`src/rtl/core/tdpc_pkg.sv`:
```
// tdpc_pkg: shared types and constants of the trial-division prime counter
package tdpc_pkg;

  localparam int unsigned WordWidth = 32;

  typedef logic [WordWidth-1:0] word_t;

  typedef struct packed {
    word_t candidate;
    logic  clear_count;
  } in_word_t;

  typedef struct packed {
    word_t tested_value;
    logic  candidate_is_prime;
    word_t prime_count;
  } out_word_t;

  typedef enum logic [1:0] {
    S_IDLE,
    S_START,
    S_WAIT,
    S_FINISH
  } state_t;

endpackage

```
`src/rtl/core/tdpc_div.sv`:
```
// tdpc_div: bit-serial restoring divider, one quotient bit per cycle
module tdpc_div #(
  parameter int unsigned Width = 32
) (
  input  logic             clk,
  input  logic             rst,
  input  logic             start,
  input  logic [Width-1:0] dividend,
  input  logic [Width-1:0] divisor,
  output logic             done,
  output logic [Width-1:0] quotient,
  output logic [Width-1:0] remainder
);

  localparam int unsigned CntWidth = $clog2(Width + 1);

  logic                busy;
  logic [CntWidth-1:0] cnt;
  logic [Width-1:0]    dsr;
  logic [Width:0]      shifted;
  logic [Width:0]      diff;

  // partial remainder with the next dividend bit shifted in
  assign shifted = {remainder, quotient[Width-1]};
  assign diff    = shifted - {1'b0, dsr};

  always_ff @(posedge clk) begin
    if (rst) begin
      busy <= 1'b0;
      done <= 1'b0;
      cnt  <= '0;
    end else begin
      done <= 1'b0;
      if (start) begin
        busy <= 1'b1;
        cnt  <= CntWidth'(Width);
      end else if (busy) begin
        cnt <= cnt - 1'b1;
        if (cnt == CntWidth'(1)) begin
          busy <= 1'b0;
          done <= 1'b1;
        end
      end
    end
  end

  always_ff @(posedge clk) begin
    if (start) begin
      remainder <= '0;
      quotient  <= dividend;
      dsr       <= divisor;
    end else if (busy) begin
      if (!diff[Width]) begin
        remainder <= diff[Width-1:0];
        quotient  <= {quotient[Width-2:0], 1'b1};
      end else begin
        remainder <= shifted[Width-1:0];
        quotient  <= {quotient[Width-2:0], 1'b0};
      end
    end
  end

  a_start_idle: assert property (@(posedge clk) disable iff (rst) start |-> !busy)
    else $error("divider started while busy");
  a_done_end: assert property (@(posedge clk) disable iff (rst) done |-> !busy)
    else $error("divider done while still busy");
  a_done_pulse: assert property (@(posedge clk) disable iff (rst) done |=> !done)
    else $error("divider done held longer than one cycle");

endmodule

```
`src/rtl/core/trial_division_prime_counter_top.sv`:
```
// trial_division_prime_counter_top: trial-division primality test with running prime count
// sequence: candidates 0 and 1 go straight from S_IDLE to S_FINISH; otherwise each divisor
//   tried passes through S_START and S_WAIT while the shared serial divider works on NW bits
//   (NW = min(VALUE_WIDTH, 32)); a prime runs until d > n/d, a small factor ends the test sooner
// throughput: one word at a time; in_ready is high only while the sequencer is idle
// reset: synchronous, active high; clears the sequencer, the output valid and the count
module trial_division_prime_counter_top #(
  parameter int unsigned VALUE_WIDTH = 32
) (
  input  logic               clk,
  input  logic               rst,
  input  logic               in_valid,
  output logic               in_ready,
  input  tdpc_pkg::in_word_t  in_data,
  output logic               out_valid,
  input  logic               out_ready,
  output tdpc_pkg::out_word_t out_data
);

  // only the low bits of the 32-bit candidate are ever tested
  localparam int unsigned NW = (VALUE_WIDTH < tdpc_pkg::WordWidth) ?
                               VALUE_WIDTH : tdpc_pkg::WordWidth;

  tdpc_pkg::state_t state;
  tdpc_pkg::state_t state_next;

  logic [NW-1:0]       n;        // candidate under test
  logic [NW-1:0]       d;        // current trial divisor
  logic                clr;      // clear request carried with the word
  logic                prime;    // verdict, valid in S_FINISH
  tdpc_pkg::word_t     count;    // primes seen since last clear
  tdpc_pkg::word_t     count_next;

  logic                in_fire;
  logic                out_load;
  logic                div_start;
  logic                div_done;
  logic [NW-1:0]       div_q;
  logic [NW-1:0]       div_r;
  logic [NW-1:0]       cand;
  logic                cand_small;
  logic                past_bound;  // d > n/d, no divisor left to try
  logic                exact;       // d divides n

  assign cand       = in_data.candidate[NW-1:0];
  assign cand_small = (cand < NW'(2));
  assign past_bound = (d > div_q);
  assign exact      = (div_r == '0);
  assign in_fire    = in_valid && in_ready;

  // shared divider: one n / d per divisor, quotient for the bound, remainder for the test
  tdpc_div #(
    .Width (NW)
  ) u_div (
    .clk       (clk),
    .rst       (rst),
    .start     (div_start),
    .dividend  (n),
    .divisor   (d),
    .done      (div_done),
    .quotient  (div_q),
    .remainder (div_r)
  );

  // next state
  always_comb begin
    state_next = state;
    unique case (state)
      tdpc_pkg::S_IDLE: begin
        if (in_valid) begin
          state_next = cand_small ? tdpc_pkg::S_FINISH : tdpc_pkg::S_START;
        end
      end
      tdpc_pkg::S_START: begin
        state_next = tdpc_pkg::S_WAIT;
      end
      tdpc_pkg::S_WAIT: begin
        if (div_done) begin
          state_next = (past_bound || exact) ? tdpc_pkg::S_FINISH : tdpc_pkg::S_START;
        end
      end
      tdpc_pkg::S_FINISH: begin
        if (!out_valid || out_ready) begin
          state_next = tdpc_pkg::S_IDLE;
        end
      end
      default: state_next = tdpc_pkg::S_IDLE;
    endcase
  end

  // control outputs
  always_comb begin
    in_ready  = 1'b0;
    div_start = 1'b0;
    out_load  = 1'b0;
    unique case (state)
      tdpc_pkg::S_IDLE:   in_ready  = 1'b1;
      tdpc_pkg::S_START:  div_start = 1'b1;
      tdpc_pkg::S_WAIT:   ;
      tdpc_pkg::S_FINISH: out_load  = !out_valid || out_ready;
      default:            ;
    endcase
  end

  // count after this word: cleared first if asked, then bumped on a prime
  assign count_next = (clr ? '0 : count) + tdpc_pkg::word_t'(prime);

  always_ff @(posedge clk) begin
    if (rst) begin
      state     <= tdpc_pkg::S_IDLE;
      count     <= '0;
      out_valid <= 1'b0;
    end else begin
      state <= state_next;
      if (out_load) begin
        count     <= count_next;
        out_valid <= 1'b1;
      end else if (out_ready) begin
        out_valid <= 1'b0;
      end
    end
  end

  // datapath registers
  always_ff @(posedge clk) begin
    if (in_fire) begin
      n     <= cand;
      d     <= NW'(2);
      clr   <= in_data.clear_count;
      prime <= 1'b0;
    end else if (state == tdpc_pkg::S_WAIT && div_done) begin
      if (past_bound) begin
        prime <= 1'b1;
      end else if (!exact) begin
        d <= d + 1'b1;
      end
    end
  end

  // output register, holds while the consumer stalls
  always_ff @(posedge clk) begin
    if (out_load) begin
      out_data.tested_value       <= tdpc_pkg::word_t'(n);
      out_data.candidate_is_prime <= prime;
      out_data.prime_count        <= count_next;
    end
  end

  a_leave_idle: assert property (@(posedge clk) disable iff (rst)
    in_fire |=> state != tdpc_pkg::S_IDLE)
    else $error("accepted word did not start a test");
  a_done_in_wait: assert property (@(posedge clk) disable iff (rst)
    div_done |-> state == tdpc_pkg::S_WAIT)
    else $error("divider finished outside the wait state");
  a_divisor_min: assert property (@(posedge clk) disable iff (rst)
    (state == tdpc_pkg::S_START || state == tdpc_pkg::S_WAIT) |-> d >= NW'(2))
    else $error("trial divisor below two");
  a_count_bump: assert property (@(posedge clk) disable iff (rst)
    (out_load && prime && !clr) |=> count == $past(count) + 1'b1)
    else $error("prime count not advanced on a prime");

endmodule
```
`config.mk`:
```
export PLATFORM = sky130hd
export DESIGN_NAME = trial_division_prime_counter_top
export DESIGN_NICKNAME = d
export VERILOG_FILES = /design/src/rtl/core/tdpc_pkg.sv /design/src/rtl/core/tdpc_div.sv /design/src/rtl/core/trial_division_prime_counter_top.sv
export SDC_FILE = /design/constraint.sdc
export NUM_CORES = 1
export LEC_CHECK = 0
export BUFFER_PORTS_ARGS = -buffer_cell sky130_fd_sc_hd__buf_2
export CAP_MARGIN = 20
export CORE_MARGIN = 2
export CORE_UTILIZATION = 55
export DETAILED_ROUTE_END_ITERATION = 6
export HOLD_SLACK_MARGIN = 0.06
export PLACE_DENSITY_LB_ADDON = 0.12
export SYNTH_ARGS = -nofsm -noshare
export SYNTH_HDL_FRONTEND = slang
export SYNTH_SLANG_ARGS = --single-unit
```
`constraint.sdc`:
```
create_clock -name clk -period 4.4 [get_ports clk]
set_input_delay 0.44 -clock clk [delete_from_list [all_inputs] [get_ports clk]]
set_output_delay 0.44 -clock clk [all_outputs]
set_load 0.02 [all_outputs]
```
# Word-level counts from Yosys, hierarchy flattened
# Cells that the tools add are included.
# op_classes
addsub	4
order_cmp	2
n_eq_ne	7
n_mux	22
n_bitwise	3
n_reduce_logical	14
# op_table
cell	n
$mux 32	4
$sub 33x32->33	1
$add 32x1->32	1
$add 32x1->32 const B	1
$gt 32x32->1	1
$logic_not 32->1	1
$lt 32x2->1 const B	1
$mux 6	2
$mux 1	10
$mux 2	5
$pmux 2 s4	1
$eq 6x1->1 const B	1
$reduce_and 3->1	2
$sub 6x1->6 const B	1
$eq 2x2->1 const B	2
$ne 2x2->1 const B	2
$reduce_bool 2->1	2
$not 1->1	3
$reduce_or 3->1	1
$eq 2x1->1 const B	1
$logic_and 1x1->1	2
$logic_not 2->1	1
$logic_or 1x1->1	2
$ne 2x1->1 const B	1
other kinds (3)	3
# totals
ff_bits	270
input_bits	37
output_inout_bits	67
elab_cells	69

# Logic depth before layout (Yosys ltp)
# logic_depth
depth_word	5
ltp_mapped	15
ltp_nobuf	12

# Modules after synthesis
# A second synthesis with hierarchy kept.
# hier_totals
hier_cells	1344
hier_area_um2	13943.4
# modules_own_cells
module	instances	cells_each	area_per_inst_um2
trial_division_prime_counter_top	1	786	8049.0
tdpc_div	1	558	5894.4

# Worst setup path before layout
# OpenSTA, ideal clock, no wires.
# synth_timing
path_type	reg-to-reg
startpoint	register clr
endpoint	register count[28]
arrival_ns	3.534
t_required_ns	4.329
setup_slack_ns	0.795
stages_incl_launch_ff	15
synth_period_minus_slack_ns	3.605
path_cell_list	edfxtp_1 -> clkbuf_1 -> clkbuf_1 -> clkbuf_1 -> nor2b_1 -> ha_1 -> ha_1 -> nand3_1 -> nor3_1 -> nand4_1 -> nor4b_1 -> and2_1 -> nand3_1 -> or4_1 -> a21oi_1
# synth_via
elab_chain_len	2
# synth_lines
item	line_no	source
from (decl)	trial_division_prime_counter_top.sv:29	logic clr;
from (signal assigned)	trial_division_prime_counter_top.sv:129	clr <= in_data.clear_count;
$mux 32	trial_division_prime_counter_top.sv:106	assign count_next = (clr ? '0 : count) + tdpc_pkg::word_t'(prime);
$add 32x1->32	trial_division_prime_counter_top.sv:106	
to (signal assigned)	trial_division_prime_counter_top.sv:116	count <= count_next;
to (decl)	trial_division_prime_counter_top.sv:31	tdpc_pkg::word_t count;
# No other way between the ends.
# A chain may end at the register's enable or synchronous reset.

# Worst setup path in the final report
# Ends and elaborated chain as after synthesis.

==> out/metrics.csv <==
metric,value,unit
outcome,finished clean,
cts_max_path_buffers,3,
clk_pin_slew,60,ps
cts_setup_buffers,0,
dr.pass1.iters,5,
die_area,0.0254,mm^2
numCtsBuffers,29,
syn_area,0.0133,mm^2
irDropWorstVdd,378,uV
cts-hold-fix-buffers,0,
design.portCount,104,
dpl_cell_area,0.0141,mm^2
min_to,n[0]$_DFFE_PP_,
synthFlopType,edfxtp_1,
synth_seq_area_share,53.0,%
critPathLaunchType,flip-flop,
final_area,0.0151,mm^2
vias_per_cell,5.66,
layout-drive-gt1-share,11.9,%
ys_types,62,
worst_clock_skew,8.82,ps
first_global_vias,9495,
whs,78.4,ps
grt_antenna_before_repair,0,
rsz0062_at_grt,no,
regArea,0.00703,mm^2
grt_use_total,23.2,%
cp_data_required_time,4860,ps
clk_latency,540,ps
grt_max_degree,100,
reg2reg_to,count[28]$_SDFFE_PP0P_,
core-area,0.0235,mm^2
diodes,0,
grt-ovfl-total,0,
cts_tree,built,
arrival,4350,ps
setup_violations,0,
worstHoldPathCells,1,
utilization,64.0,%
period_needed,3890,ps
syn_inst,1346,
finalHoldViolations,0,
rr_worst_depth,12,
drtIter0Drc,635,
drt_wl_total,29300,um
finalCritPeriodShare,88.4,%
fmax,257,MHz
yosysTopAreaCell,edfxtp_1,
critPathMaxFanout,11,
powerDensity,512,mW/mm^2
p_leak,6.01,nW
cts_resized,0,
portBuffers,103,
placed_cells,1727,
htreeDepth,1,
clock-root-buffer,clkbuf_16,
setup_tns,0,ps
gp_congestion,0.883,
start_util,56.4,%
grt_pass1_wl,48700,um
dp_hpwl,20300,um
synthArstFlopShare,0,%
detail-route-antenna-nets,0,
area_delta_synth_final,13.6,%
min-delay-start,in_data[1],
drc_errors,0,
r2r-start,clr$_DFFE_PP_,
synth_top_cell_area_share,36.7,%
slew_violations,0,
avgSynthCellArea,9.86,um^2
syn_nets,1453,
r2r_slack,510,ps
max-slew-margin-rel,34.1,%
synth_warnings,0,
ys_top_cells_by_area,"edfxtp_1 (37%), dfxtp_1 (16%), ha_1 (6.5%)",
max_cap_viol_count,0,
multi_input_area,0.00565,mm^2
core.rowCount,56,
wl_per_cell,16.5,um
synth_edf_count,162,
nFillCells,1938,
die_w,159,um
ys_seq_elements,270,
layout.nets,1546,
layoutNonFillerInstCount,1780,
worstHoldPathType,in -> reg,
worst_slew_pin_slew,989,ps
die-height,159,um
dr_total_vias,10100,
crit_type,reg -> reg,
cts_sinks,270,
endpoint_kind,flip-flop,
==> routing by layer <==
layer	vias to the layer above	GRT usage, %	part of all wire [%]
li1	5020	-	-
met1	4724	33.7	48
met2	300	36.7	45
met3	31	3.93	6.0
met4	0	5.37	1.4
met5	-	0	0
==> logic make-up after synthesis <==
| kind of cell | Yosys count | synth area share, % |
|---|---|---|
| multiplexers | 11 | 0.849 |
| AND/OR/NAND/NOR | 444 | 16.1 |
| adder cells (fa/ha/maj) | 70 | 6.66 |
| AO/OA/AOI/OAI | 328 | 14.5 |
| buffers and inverters | 157 | 4.58 |
| flip-flops | 270 | 53.0 |
| XOR/XNOR | 66 | 4.36 |
==> power by group <==
group | leakage (nW) | internal, mW | switching, mW
Combinational | 3.11 | 0.827 | 1.26
Sequential | 2.44 | 2.92 | 0.200
Clock | 0.469 | 1.51 | 0.992
Total | 6.01 | 5.25 | 2.46
==> how the worst max path moves through the flow <==
stage	from	end	slack, ps	cells past startpoint
after floorplan	clr$_DFFE_PP_	count[28]$_SDFFE_PP0P_	800	14
after global placement	u_div.quotient[31]$_DFFE_PP_	u_div.remainder[20]$_SDFFE_PP0P_	680	13
after detailed placement	u_div.quotient[31]$_DFFE_PP_	u_div.remainder[18]$_SDFFE_PP0P_	560	12
after CTS	u_div.quotient[31]$_DFFE_PP_	u_div.remainder[20]$_SDFFE_PP0P_	540	13
after global routing	u_div.quotient[31]$_DFFE_PP_	u_div.remainder[8]$_SDFFE_PP0P_	180	13
final	clr$_DFFE_PP_	count[28]$_SDFFE_PP0P_	510	12
==> cell usage after synthesis, types with 3 or more instances <==
master    number
o211ai_1       7
nor2_1        91
or3_1         16
nand2_1      157
o21ai_0      104
xor2_1        33
a211oi_1       6
a31oi_1       11
ha_1          69
and4_1         7
nor4_1        23
mux2i_1        9
inv_1        102
xnor2_1       33
clkbuf_1      46
or4_1         11
o21a_1         8
a21oi_1      125
a22oi_1        4
nor3b_1        5
nor3_1        24
a41oi_1        3
and2_1         7
nand3_1       31
buf_2          6
nand2b_1      14
nor2b_1       11
edfxtp_1     162
o31ai_1        3
a21o_1        21
nand4_1       24
o21bai_1       8
dfxtp_1      108
and3_1        18
==> cell type report <==
type                    instances  share of cell area, %
clock buffers                  34                   4.94
clock inverters                19                   1.58
inverters                     103                   2.57
multi-input cells             919                   37.5
flip-flops and latches        270                   46.6
well taps                     319                   2.65
repair buffers                116                   4.15
==> per-stage QoR <==
stage | power [mW] | setup WS, ps
after detailed placement | 5.22 | 560
after CTS | 7.74 | 536
after global placement | 5.21 | 683
final | 7.71 | 510
after floorplan | 4.74 | 795
after global routing | 8.17 | 185
==> sequential cells by signal, summed over array words and instances, names as in the netlist <==
signal           cells
clr                  1
count               32
d                   32
n                   32
out_data            65
out_valid            1
prime                1
state                2
u_div.busy           1
u_div.cnt            6
u_div.done           1
u_div.dsr           32
u_div.quotient      32
u_div.remainder     32
==> critical path, stage by stage, from the launching register on <==
cell,delay (ps)
edfxtp_1,560
nor2b_1,180
ha_1,210
ha_1,200
nand3_1,160
nor3_1,430
buf_4,240
nand4_1,170
nor4b_1,570
and2_1,330
nand3_1,150
or4_1,450
a21oi_1,160
==> cells in the final DEF, fill, tap and decap left out, types with 29 or more instances in the layout <==
master and count:
edfxtp_1 162, clkbuf_16 29, nand3_1 31, inv_1 100, xnor2_1 33, buf_2 103
xor2_1 32, nand2_1 157, dfxtp_1 108, a21oi_1 125, o21ai_0 104, nor2_1 91
ha_1 69
Power figures use the tool's default switching activity.
